==> config.mk <==
export PLATFORM = sky130hd
export DESIGN_NAME = rle_gauge_sprite_decoder
export DESIGN_NICKNAME = d
export VERILOG_FILES = /design/src/hw/rtl/rgsd_pkg.sv /design/src/hw/rtl/rgsd_parser.sv /design/src/hw/rtl/rgsd_queue.sv /design/src/hw/rtl/rgsd_emit.sv /design/src/hw/rtl/rle_gauge_sprite_decoder.sv
export SDC_FILE = /design/constraint.sdc
export NUM_CORES = 1
export LEC_CHECK = 0
export ABC_AREA = 0
export BUFFER_PORTS_ARGS = -buffer_cell sky130_fd_sc_hd__buf_2
export CORE_MARGIN = 1
export CORE_UTILIZATION = 30
export DETAILED_ROUTE_END_ITERATION = 12
export GPL_TIMING_DRIVEN = 0
export PLACE_DENSITY = 0.45
export SLEW_MARGIN = 20
export SYNTH_ARGS = -nofsm -noshare
export SYNTH_HDL_FRONTEND = slang
export SYNTH_SLANG_ARGS = --single-unit
export TNS_END_PERCENT = 20
==> constraint.sdc <==
create_clock -name clk -period 3.78 [get_ports clk]
set_input_delay 0 -clock clk [delete_from_list [all_inputs] [get_ports clk]]
set_output_delay 0 -clock clk [all_outputs]
set_load 0.01 [all_outputs]
==> src/hw/rtl/rgsd_pkg.sv <==
// Shared types and constants for the run-length sprite line decoder.
`default_nettype none
package rgsd_pkg;

	// Default parameter values
	localparam int TENTACLES_DEF = 8;
	localparam int HEAD_PART_DEF = 9;

	// Fixed field widths
	localparam int BYTE_W  = 8;
	localparam int PCT_W   = 7;
	localparam int ORG_W   = 9;
	localparam int ROW_W   = 9;
	localparam int COL_W   = 10;
	localparam int SCR_W   = 10;
	localparam int LEN_W   = 8;
	localparam int COLR_W  = 16;
	localparam int LIT_W   = 4;
	localparam int PROD_W  = 11;
	localparam int PCT_FULL = 100;

	// Command queue depth, a power of two
	localparam int QUEUE_DEPTH = 4;
	localparam int QPTR_W      = $clog2(QUEUE_DEPTH);

	// Configuration register indexes
	localparam logic REG_ORIGIN_X = 1'b0;
	localparam logic REG_ORIGIN_Y = 1'b1;

	// One decoded run, waiting to be drawn
	typedef struct packed {
		logic [COL_W-1:0]  col;
		logic [ROW_W-1:0]  row;
		logic [LEN_W-1:0]  len;
		logic [COLR_W-1:0] lit;
		logic [COLR_W-1:0] dim;
		logic              on;
	} cmd_t;

endpackage
`default_nettype wire

==> src/hw/rtl/rgsd_parser.sv <==
// Front end: walks the sprite byte stream and classifies each finished run.
`default_nettype none
module rgsd_parser #(
	parameter int TENTACLES = rgsd_pkg::TENTACLES_DEF,
	parameter int HEAD_PART = rgsd_pkg::HEAD_PART_DEF
) (
	input  wire logic                        clk,
	input  wire logic                        arst_n,
	input  wire logic                        take,
	input  wire logic [rgsd_pkg::BYTE_W-1:0] data_byte,
	input  wire logic                        frame_start,
	input  wire logic [rgsd_pkg::PCT_W-1:0]  speed_pct,
	output logic                             push,
	output rgsd_pkg::cmd_t                   push_cmd
);
	import rgsd_pkg::*;

	typedef enum logic [6:0] {
		PH_COUNT  = 7'b0000001,
		PH_LEN    = 7'b0000010,
		PH_PART   = 7'b0000100,
		PH_LIT_LO = 7'b0001000,
		PH_LIT_HI = 7'b0010000,
		PH_DIM_LO = 7'b0100000,
		PH_DIM_HI = 7'b1000000
	} phase_t;

	phase_t              phase_q;
	logic [BYTE_W-1:0]   runs_left_q;
	logic [ROW_W-1:0]    row_q;
	logic [COL_W-1:0]    col_q;
	logic [LIT_W-1:0]    lit_level_q;
	logic [LEN_W-1:0]    len_q;
	logic [BYTE_W-1:0]   part_q;
	logic [COLR_W-1:0]   lit_q;
	logic [BYTE_W-1:0]   dim_lo_q;
	logic                on;

	// Ceiling of percent times tentacles over one hundred, clamped to tentacles
	function automatic logic [LIT_W-1:0] lit_of(input logic [PCT_W-1:0] fp);
		logic [PROD_W-1:0] prod;
		logic [LIT_W-1:0]  n;
		prod = PROD_W'(fp) * PROD_W'(TENTACLES);
		n = '0;
		for (int k = 1; k <= TENTACLES; k++) begin
			if (prod > PROD_W'(PCT_FULL * (k - 1)))
				n = n + LIT_W'(1);
		end
		return n;
	endfunction

	// Classify the run: head part or parts up to the lit level are lit
	assign on = (part_q == BYTE_W'(HEAD_PART)) || (part_q <= BYTE_W'(lit_level_q));

	assign push = take && !frame_start && (phase_q == PH_DIM_HI) && (part_q != '0);
	assign push_cmd = '{col: col_q, row: row_q, len: len_q, lit: lit_q,
		dim: {data_byte, dim_lo_q}, on: on};

	// Advance the record state on each transfer
	always_ff @(posedge clk or negedge arst_n) begin
		if (!arst_n) begin
			phase_q     <= PH_COUNT;
			runs_left_q <= '0;
			row_q       <= '0;
			col_q       <= '0;
			lit_level_q <= '0;
			len_q       <= '0;
			part_q      <= '0;
			lit_q       <= '0;
			dim_lo_q    <= '0;
		end else if (take) begin
			if (frame_start) begin
				lit_level_q <= lit_of(speed_pct);
				col_q       <= '0;
				runs_left_q <= data_byte;
				if (data_byte == '0) begin
					row_q   <= ROW_W'(1);
					phase_q <= PH_COUNT;
				end else begin
					row_q   <= '0;
					phase_q <= PH_LEN;
				end
			end else begin
				case (phase_q)
					PH_LEN: begin
						len_q   <= data_byte;
						phase_q <= PH_PART;
					end
					PH_PART: begin
						part_q  <= data_byte;
						phase_q <= PH_LIT_LO;
					end
					PH_LIT_LO: begin
						lit_q[7:0] <= data_byte;
						phase_q    <= PH_LIT_HI;
					end
					PH_LIT_HI: begin
						lit_q[15:8] <= data_byte;
						phase_q     <= PH_DIM_LO;
					end
					PH_DIM_LO: begin
						dim_lo_q <= data_byte;
						phase_q  <= PH_DIM_HI;
					end
					PH_DIM_HI: begin
						runs_left_q <= runs_left_q - BYTE_W'(1);
						if (runs_left_q == BYTE_W'(1)) begin
							row_q   <= row_q + ROW_W'(1);
							col_q   <= '0;
							phase_q <= PH_COUNT;
						end else begin
							col_q   <= col_q + COL_W'(len_q);
							phase_q <= PH_LEN;
						end
					end
					default: begin
						// Run count byte
						col_q       <= '0;
						runs_left_q <= data_byte;
						if (data_byte == '0) begin
							row_q   <= row_q + ROW_W'(1);
							phase_q <= PH_COUNT;
						end else begin
							phase_q <= PH_LEN;
						end
					end
				endcase
			end
		end
	end

endmodule
`default_nettype wire

==> src/hw/rtl/rgsd_queue.sv <==
// Short command queue between the stream parser and the line emitter.
`default_nettype none
module rgsd_queue (
	input  wire logic           clk,
	input  wire logic           arst_n,
	input  wire logic           push,
	input  wire rgsd_pkg::cmd_t push_cmd,
	output logic                full,
	output logic                avail,
	input  wire logic           pop,
	output rgsd_pkg::cmd_t      head
);
	import rgsd_pkg::*;

	cmd_t              slot_q [QUEUE_DEPTH];
	logic [QPTR_W-1:0] wr_q;
	logic [QPTR_W-1:0] rd_q;
	logic [QPTR_W:0]   count_q;

	assign full  = (count_q == (QPTR_W+1)'(QUEUE_DEPTH));
	assign avail = (count_q != '0);
	assign head  = slot_q[rd_q];

	// Store pushed commands
	always_ff @(posedge clk) begin
		if (push)
			slot_q[wr_q] <= push_cmd;
	end

	// Track pointers and fill level
	always_ff @(posedge clk or negedge arst_n) begin
		if (!arst_n) begin
			wr_q    <= '0;
			rd_q    <= '0;
			count_q <= '0;
		end else begin
			if (push)
				wr_q <= wr_q + QPTR_W'(1);
			if (pop)
				rd_q <= rd_q + QPTR_W'(1);
			if (push && !pop)
				count_q <= count_q + (QPTR_W+1)'(1);
			else if (pop && !push)
				count_q <= count_q - (QPTR_W+1)'(1);
		end
	end

endmodule
`default_nettype wire

==> src/hw/rtl/rgsd_emit.sv <==
// Back end: holds the origin registers and builds the line command output.
`default_nettype none
module rgsd_emit (
	input  wire logic                         clk,
	input  wire logic                         arst_n,
	input  wire logic                         cfg_we,
	input  wire logic                         cfg_index,
	input  wire logic [rgsd_pkg::ORG_W-1:0]   cfg_data,
	input  wire logic                         avail,
	input  wire rgsd_pkg::cmd_t               head,
	output logic                              pop,
	output logic                              out_valid,
	input  wire logic                         out_ready,
	output logic [rgsd_pkg::SCR_W-1:0]        line_x,
	output logic [rgsd_pkg::SCR_W-1:0]        line_y,
	output logic [rgsd_pkg::LEN_W-1:0]        line_len,
	output logic [rgsd_pkg::COLR_W-1:0]       line_color,
	output logic                              is_lit
);
	import rgsd_pkg::*;

	logic [ORG_W-1:0] origin_x_q;
	logic [ORG_W-1:0] origin_y_q;
	logic             out_valid_q;

	// Configuration writes
	always_ff @(posedge clk or negedge arst_n) begin
		if (!arst_n) begin
			origin_x_q <= ORG_W'(60);
			origin_y_q <= ORG_W'(16);
		end else if (cfg_we) begin
			case (cfg_index)
				REG_ORIGIN_X: origin_x_q <= cfg_data;
				REG_ORIGIN_Y: origin_y_q <= cfg_data;
				default: ;
			endcase
		end
	end

	// Take the next command whenever the output register is free or draining
	assign pop = avail && (!out_valid_q || out_ready);
	assign out_valid = out_valid_q;

	always_ff @(posedge clk or negedge arst_n) begin
		if (!arst_n)
			out_valid_q <= 1'b0;
		else if (pop)
			out_valid_q <= 1'b1;
		else if (out_ready)
			out_valid_q <= 1'b0;
	end

	// Place the line on screen and pick its colour
	always_ff @(posedge clk) begin
		if (pop) begin
			line_x     <= SCR_W'(origin_x_q) + head.col;
			line_y     <= SCR_W'(origin_y_q) + SCR_W'(head.row);
			line_len   <= head.len;
			line_color <= head.on ? head.lit : head.dim;
			is_lit     <= head.on;
		end
	end

endmodule
`default_nettype wire

==> src/hw/rtl/rle_gauge_sprite_decoder.sv <==
// Top level of the run-length sprite decoder for the fan gauge.
//
// Takes one sprite byte per cycle while in_ready is high and turns each
// finished six-byte run record with a nonzero part into one horizontal-line
// draw command. A byte is consumed in the cycle it is transferred; a command
// is queued with its run's last byte, then waits for out_ready in the output
// register. A four-entry command queue sits between the parser and the output
// register, so in_ready falls only when that queue is full while the output is
// stalled; as commands come at most once per six bytes, the input keeps one
// byte per cycle unless the output stalls for long. The lit level is latched
// from speed_pct on a frame_start byte. The user must write origin_x and
// origin_y via cfg_we, cfg_index and cfg_data only while idle, unchecked.
`default_nettype none
module rle_gauge_sprite_decoder #(
	parameter int TENTACLES = rgsd_pkg::TENTACLES_DEF,
	parameter int HEAD_PART = rgsd_pkg::HEAD_PART_DEF
) (
	input  wire logic                         clk,
	input  wire logic                         arst_n,
	input  wire logic                         cfg_we,
	input  wire logic                         cfg_index,
	input  wire logic [rgsd_pkg::ORG_W-1:0]   cfg_data,
	input  wire logic                         in_valid,
	output logic                              in_ready,
	input  wire logic [rgsd_pkg::BYTE_W-1:0]  data_byte,
	input  wire logic                         frame_start,
	input  wire logic [rgsd_pkg::PCT_W-1:0]   speed_pct,
	output logic                              out_valid,
	input  wire logic                         out_ready,
	output logic [rgsd_pkg::SCR_W-1:0]        line_x,
	output logic [rgsd_pkg::SCR_W-1:0]        line_y,
	output logic [rgsd_pkg::LEN_W-1:0]        line_len,
	output logic [rgsd_pkg::COLR_W-1:0]       line_color,
	output logic                              is_lit
);
	import rgsd_pkg::*;

	logic take;
	logic push;
	logic full;
	logic avail;
	logic pop;
	cmd_t push_cmd;
	cmd_t head;

	// Accept a byte whenever the queue has room
	assign in_ready = !full;
	assign take     = in_valid && in_ready;

	rgsd_parser #(
		.TENTACLES (TENTACLES),
		.HEAD_PART (HEAD_PART)
	) u_parser (
		.clk         (clk),
		.arst_n      (arst_n),
		.take        (take),
		.data_byte   (data_byte),
		.frame_start (frame_start),
		.speed_pct   (speed_pct),
		.push        (push),
		.push_cmd    (push_cmd)
	);

	rgsd_queue u_queue (
		.clk      (clk),
		.arst_n   (arst_n),
		.push     (push),
		.push_cmd (push_cmd),
		.full     (full),
		.avail    (avail),
		.pop      (pop),
		.head     (head)
	);

	rgsd_emit u_emit (
		.clk        (clk),
		.arst_n     (arst_n),
		.cfg_we     (cfg_we),
		.cfg_index  (cfg_index),
		.cfg_data   (cfg_data),
		.avail      (avail),
		.head       (head),
		.pop        (pop),
		.out_valid  (out_valid),
		.out_ready  (out_ready),
		.line_x     (line_x),
		.line_y     (line_y),
		.line_len   (line_len),
		.line_color (line_color),
		.is_lit     (is_lit)
	);

endmodule
`default_nettype wire
Word level (Yosys, flattened, before mapping)
Memory sizes are Yosys's and may differ from the RTL's.
Cells that the tools add are included.
{"block": "totals", "word_cells": 134, "output_inout_bits": 47, "mem_bits_ro": 0, "mem_bits_rw": 240, "regBits": 149, "latch_bits": 0, "mem_count": 1}
{"block": "op_classes", "bitwise": 2, "n_eq_ne": 11, "n_lt_le_gt_ge": 9, "n_mul": 0, "shifts": 0, "n_reduce_logical": 31, "mux": 43, "addsub": 16, "div": 0}
{"name": "u_queue.slot_q", "depth": 4, "word_bits": 60, "read_ports": 1, "rd_ports_with_merged_regs": 0, "wr": 1, "line": "rgsd_queue.sv:15", "rtl": "cmd_t slot_q [QUEUE_DEPTH];"}
{"op": "4-bit 2-to-1 mux", "n": 21}
{"op": "7-bit case mux with 6 select lines", "n": 1}
{"op": "10-bit by 9-bit > comparator with 1-bit output, second input constant", "n": 3}
{"op": "4-bit by 1-bit adder with 4-bit output, second input constant", "n": 7}
{"op": "9-bit 2-to-1 mux", "n": 3}
{"op": "10-bit > comparator, second input constant", "n": 2}
{"op": "10-bit 2-to-1 mux", "n": 2}
{"op": "10-bit case mux with 2 select lines", "n": 1}
{"op": "9-bit case mux with 2 select lines", "n": 1}
{"op": "16-bit 2-to-1 mux", "n": 1}
{"op": "8-bit case mux with 2 select lines", "n": 1}
{"op": "3-bit AND reduction", "n": 5}
{"op": "10-bit by 8-bit adder with 10-bit output", "n": 1}
{"op": "9-bit by 10-bit adder with 10-bit output", "n": 1}
{"op": "9-bit by 9-bit adder with 10-bit output", "n": 1}
{"op": "10-bit by 1-bit > comparator with 1-bit output, second input constant", "n": 1}
{"op": "10-bit by 7-bit > comparator with 1-bit output, second input constant", "n": 1}
{"op": "10-bit by 8-bit > comparator with 1-bit output, second input constant", "n": 1}
{"op": "9-bit by 1-bit adder with 9-bit output, second input constant", "n": 1}
{"op": "8-bit by 1-bit equality test with 1-bit output, second input constant", "n": 1}
{"op": "8-bit by 4-bit equality test with 1-bit output, second input constant", "n": 1}
{"op": "8-bit by 4-bit <= comparator with 1-bit output", "n": 1}
{"op": "8-bit zero test", "n": 1}
{"op": "8-bit 2-to-1 mux", "n": 1}
{"op": "other kinds (27)", "n": 52}

Longest topological paths before layout
{"block": "depth", "depth_word": 30, "depth_mapped": 21}

Modules after synthesis
From an unflattened synthesis, not the netlist that was laid out.
{"block": "unflattened", "hier_cells": 996, "area_unflattened_um2": 16639.7}
{"module": "rgsd_queue", "area_per_inst_um2": 9122.5, "cells_per_inst": 348, "instances": 1, "seq_area_each_um2": 7382.1}
{"module": "rgsd_parser", "area_per_inst_um2": 4496.8, "cells_per_inst": 442, "instances": 1, "seq_area_each_um2": 1953.1}
{"module": "rgsd_emit", "area_per_inst_um2": 3010.4, "cells_per_inst": 204, "instances": 1, "seq_area_each_um2": 1833.0}
{"module": "rle_gauge_sprite_decoder", "area_per_inst_um2": 10.0, "cells_per_inst": 2, "instances": 1, "seq_area_each_um2": 0.0}

Least setup slack after synthesis
No wires, ideal clock.
{"block": "synth_path", "path_kind": "flip-flop to flip-flop", "start": "register u_queue.count_q[0]", "end": "register u_queue.count_q[1]", "synth_period_minus_slack_ps": 4111, "setup_time_ps": 125, "stages_incl_launch_ff": 8, "path_slack_ps": -331, "arrival_time_ps": 3987, "n_path_buf": 0, "cell_sequence": "dfrtp_1 -> nor3_1 -> a21oi_1 -> inv_1 -> ha_1 -> inv_1 -> fa_1 -> mux2_2"}
{"element": "start, declared", "line": "rgsd_queue.sv:18", "rtl": "logic [QPTR_W:0] count_q;"}
{"element": "start signal, assigned", "line": "rgsd_queue.sv:42", "rtl": "count_q <= count_q + (QPTR_W+1)'(1);"}
{"element": "start signal, assigned", "line": "rgsd_queue.sv:44", "rtl": "count_q <= count_q - (QPTR_W+1)'(1);"}
{"element": "3-bit nonzero test *", "line": "rgsd_queue.sv:21", "rtl": "assign avail = (count_q != '0);"}
{"element": "1-bit logical AND *", "line": "rgsd_emit.sv:41", "rtl": "assign pop = avail && (!out_valid_q || out_ready);"}
{"element": "named net pop", "line": "rle_gauge_sprite_decoder.sv:42", "rtl": "logic pop;"}
{"element": "1-bit zero test", "line": "rgsd_queue.sv:41", "rtl": "if (push && !pop)"}
{"element": "1-bit logical AND", "line": "rgsd_queue.sv:41"}
{"element": "3-bit 2-to-1 mux / 2-bit nonzero test (equally long branches)"}
The timed path passes the listed nets; every way through them passes the cells marked *. The select of a mux whose other input is x is not followed.
A chain may end at the register's enable or synchronous reset.

Worst setup path after layout
{"block": "layout_path", "start": "register u_queue.rd_q[0]", "end": "register u_emit.line_y[8] (netlist bit) (data pin)"}
{"block": "layout_via", "elab_chain_cells": 2}
{"element": "start, declared", "line": "rgsd_queue.sv:17", "rtl": "logic [QPTR_W-1:0] rd_q;"}
{"element": "start signal, assigned", "line": "rgsd_queue.sv:40", "rtl": "rd_q <= rd_q + QPTR_W'(1);"}
{"element": "memory read 4 x 60 bit"}
{"element": "9-bit by 9-bit adder with 10-bit output", "line": "rgsd_emit.sv:57", "rtl": "line_y <= SCR_W'(origin_y_q) + SCR_W'(head.row);"}
{"element": "end signal, assigned", "line": "rgsd_emit.sv:57"}
{"element": "end, declared", "line": "rgsd_emit.sv:15", "rtl": "output logic [rgsd_pkg::SCR_W-1:0] line_y,"}
No other way between the ends.

==> results_dict.tcl <==
set metrics [dict create \
    maxSlewViolCount 0 \
    synth-edff-count 285 \
    ctsRootBufferMaster "sky130_fd_sc_hd__clkbuf_16" \
    fp.dieArea_um2 55540 \
    critPathLaunchType "register" \
    fin_nets 1210 \
    detail_route.iter0.violations 521 \
    via_count 8633 \
    tightest_slew_ps 1002 \
    skew_ps 18.40 \
    dr.pass1.iters 4 \
    yosys_most_used_dff "sky130_fd_sc_hd__edfxtp_1" \
    grt_first_pass_wirelength_um 54980 \
    drt_wl_total_um 35710 \
    setup_viol 0 \
    postRouteAntennaNets 0 \
    use_met3_pct 2.169 \
    clock_sink_count 389 \
    fmaxAchievable_mhz 291.5 \
    residual_drc 0 \
    synthDistinctLibCells 63 \
    grt_start_max_net_pins 63 \
    syn_nets 1065 \
    count_of_pins_on_the_block_boundary 78 \
    yosys_warnings 0 \
    floorplan.rows 85 \
    die_height_um 235.7 \
    hold_ws_ps 41.61 \
    power.leakage_uw 0.007366 \
    place_congestion 0.7568 \
    timing_worst_setup_path_type "reg -> reg" \
    outcome "complete, no violations" \
    peakVddDrop_mv 0.2782 \
    area_growth_syn_to_layout_pct 19.58 \
    post_synth_inst_count 984 \
    critPathRequiredTime_ps 4070 \
    min-delay-path-class "in -> async" \
    clockBufferDepth 3 \
    total_power_uw 13250 \
    yosysTopAreaCellShare_pct 52.25 \
    overflow 0 \
    setup_repair_after_global_routing_missed_its_margin "no" \
    placement.io_buffers 74 \
    synth_largest_area_cell "sky130_fd_sc_hd__edfxtp_1" \
    post_syn_area_per_cell_um2 16.65 \
    hpwl_um 22600 \
    coreArea_um2 53920 \
    floorplan.die.width_um 235.7 \
    filler_cell_count 5000 \
    critical_path.endpoint_type "register" \
    worst-endpoint-arrival_ps 3720 \
    async_flop_share_pct 26.74 \
    avgViaCountPerCell 4.641 \
    number_of_antenna_violations_at_the_first_check_in_global_routing 1 \
    yosys-top-cells-area "sky130_fd_sc_hd__edfxtp_1, sky130_fd_sc_hd__dfrtp_1, sky130_fd_sc_hd__mux4_2, sky130_fd_sc_hd__mux2_2, sky130_fd_sc_hd__ha_1" \
    power.density_cell_area_nw_per_um2 676.7 \
    final.period_utilization_pct 90.74 \
    slew_headroom_pct 33.18 \
    number_of_failing_hold_endpoints_at_the_final_stage 0 \
    met1_usage_pct 17.33 \
    grt_util_met2_pct 21.92 \
    cts-buffers-inserted 43 \
    worst-r2r-setup-slack_ps 350 \
    grt_resource_usage_total_pct 13.05 \
    worst-path-max-fanout 10 \
    antenna_cells 0 \
    tritoncts "done" \
    part_of_the_yosys_area_used_for_sequential_elements_pct 68.18 \
    start_util_pct 30.38 \
    synth_common_cells "sky130_fd_sc_hd__edfxtp_1, sky130_fd_sc_hd__dfrtp_1, sky130_fd_sc_hd__mux2_2, sky130_fd_sc_hd__mux4_2, sky130_fd_sc_hd__nand2_1" \
    via_count_of_the_first_global_routing_pass 9125 \
    wl_cell_um 19.20 \
    gr-max-usage-layer "met2" \
    clk_pin_slew_worst_paths_ps 60 \
    cts-htree-levels 2 \
    drive_above_1_share_pct 28.09 \
    syn-cell-area_um2 16380 \
    drv_cap 0 \
    clk-insertion-delay-late_ps 550 \
    ys_ff_latch 389 \
    final.min_clock_period_ps 3430 \
    yosys.cell_count.top_type "sky130_fd_sc_hd__edfxtp_1" \
    cts_setup_buffers 0 \
]
final cells by class:
| type | count | area (um2) | share of cell area [%] |
|---|---|---|---|
| sequential | 389 | 11170 | 57.02 |
| multi-input combinational | 531 | 5002 | 25.54 |
| clock buffer | 62 | 1229 | 6.273 |
| tap | 696 | 870.8 | 4.446 |
| timing repair buffer | 102 | 767.0 | 3.916 |
| clock inverter | 18 | 277.8 | 1.418 |
| buffer | 27 | 140.1 | 0.7154 |
| inverter | 35 | 131.4 | 0.6707 |
logic make-up (layout without fill, tap and decap cells):
| family | count (synthesis) | count (layout) | share of synthesized area (%) |
|---|---|---|---|
| compound gates | 124 | 124 | 4.774 |
| xor+xnor | 42 | 42 | 2.383 |
| fa+ha+maj | 50 | 50 | 4.002 |
| buf+inv | 64 | 244 | 1.535 |
| flops | 389 | 389 | 68.18 |
| mux | 138 | 138 | 13.59 |
| simple gates | 177 | 177 | 5.538 |
metal layers:
metal / share of wire (%) / wire (um) / vias up
met3: 3.4 / 1210 / 52
met1: 47 / 16740 / 4382
met4: 1.9 / 671 / 0
met5: 0 / 0 / -
li1: - / - / 4073
met2: 48 / 17080 / 126
path summary, 6_finish.rpt:
path                                                 from                                to  cells past startpoint
max in group asynchronous                          arst_n     u_parser.lit_q[6]$_DFFE_PN0P_                      3
min reg2reg                u_queue.count_q[2]$_DFFE_PN0P_    u_queue.count_q[2]$_DFFE_PN0P_                      1
max reg2reg                   u_queue.rd_q[0]$_DFFE_PN0P_        u_emit.line_y[8]$_DFFE_PP_                     14
min in group clk                                   cfg_we  u_emit.origin_y_q[2]$_DFFE_PN0P_                      3
min                                                arst_n     u_parser.row_q[3]$_DFFE_PN0P_                      2
max                           u_queue.rd_q[0]$_DFFE_PN0P_        u_emit.line_y[8]$_DFFE_PP_                     14
cell usage in the layout, fill, tap and decap left out, types with 20 or more instances in the layout:
cell | synthesis | final
sky130_fd_sc_hd__a21oi_1 | 40 | 39
sky130_fd_sc_hd__buf_2 | 3 | 78
sky130_fd_sc_hd__clkbuf_1 | 15 | 23
sky130_fd_sc_hd__clkbuf_16 | 0 | 44
sky130_fd_sc_hd__dfrtp_1 | 98 | 97
sky130_fd_sc_hd__dlygate4sd3_1 | 0 | 20
sky130_fd_sc_hd__edfxtp_1 | 285 | 285
sky130_fd_sc_hd__ha_1 | 46 | 46
sky130_fd_sc_hd__inv_1 | 34 | 34
sky130_fd_sc_hd__mux2_2 | 75 | 75
sky130_fd_sc_hd__mux4_2 | 60 | 60
sky130_fd_sc_hd__nand2_1 | 49 | 49
sky130_fd_sc_hd__nor2_1 | 42 | 41
sky130_fd_sc_hd__o21ai_0 | 37 | 37
sky130_fd_sc_hd__xnor2_1 | 27 | 27
repair_timing:
action	in CTS	in global routing
setup endpoints to repair	147	136
gates cloned	0	0
hold buffers	20	0
hold endpoints to repair	205	0
resized for setup	15	4
pin swaps	0	0
power breakdown:
part | internal [uW] | switching, uW
registers | 5290 | 387
logic | 1490 | 1670
clock network | 2740 | 1680
total | 9520 | 3740
metrics by stage:
stage | setup slack (ps) | utilization, % | std cells | setup TNS, ps | cell area (um2)
2_1_floorplan | -61.62 | - | 984 | -11090 | 16390
3_3_place_gp | -2031 | 32.69 | 1754 | -418180 | 17630
3_5_place_dp | -947.7 | 33.11 | 1762 | -28180 | 17850
4_1_cts | 129.9 | 36.30 | 1861 | 0 | 19570
5_1_grt | 9.503 | 36.33 | 1860 | 0 | 19590
6_report | 350.0 | 36.33 | 1860 | 0 | 19590
state kept, by name (all words and copies together) (netlist names), 10 cells and up:
name and count:
u_parser.lit_q 16, u_emit.line_color 16, u_emit.line_x 10, u_queue.slot_q 240, u_emit.line_y 10, u_parser.col_q 10
worst max-delay path, cell delays in order, from the launching register on:
cell,delay [ps]
sky130_fd_sc_hd__dfrtp_2,530
sky130_fd_sc_hd__buf_6,250
sky130_fd_sc_hd__buf_6,220
sky130_fd_sc_hd__mux4_2,540
sky130_fd_sc_hd__ha_1,220
sky130_fd_sc_hd__inv_1,70
sky130_fd_sc_hd__fa_1,190
sky130_fd_sc_hd__nor2b_1,50
sky130_fd_sc_hd__o21ai_0,210
sky130_fd_sc_hd__a21boi_0,150
sky130_fd_sc_hd__o21ai_0,170
sky130_fd_sc_hd__nand2b_1,100
sky130_fd_sc_hd__a21o_1,190
sky130_fd_sc_hd__a21oi_1,170
sky130_fd_sc_hd__xnor2_1,80
Note: power is estimated with default switching activity, not from simulation.
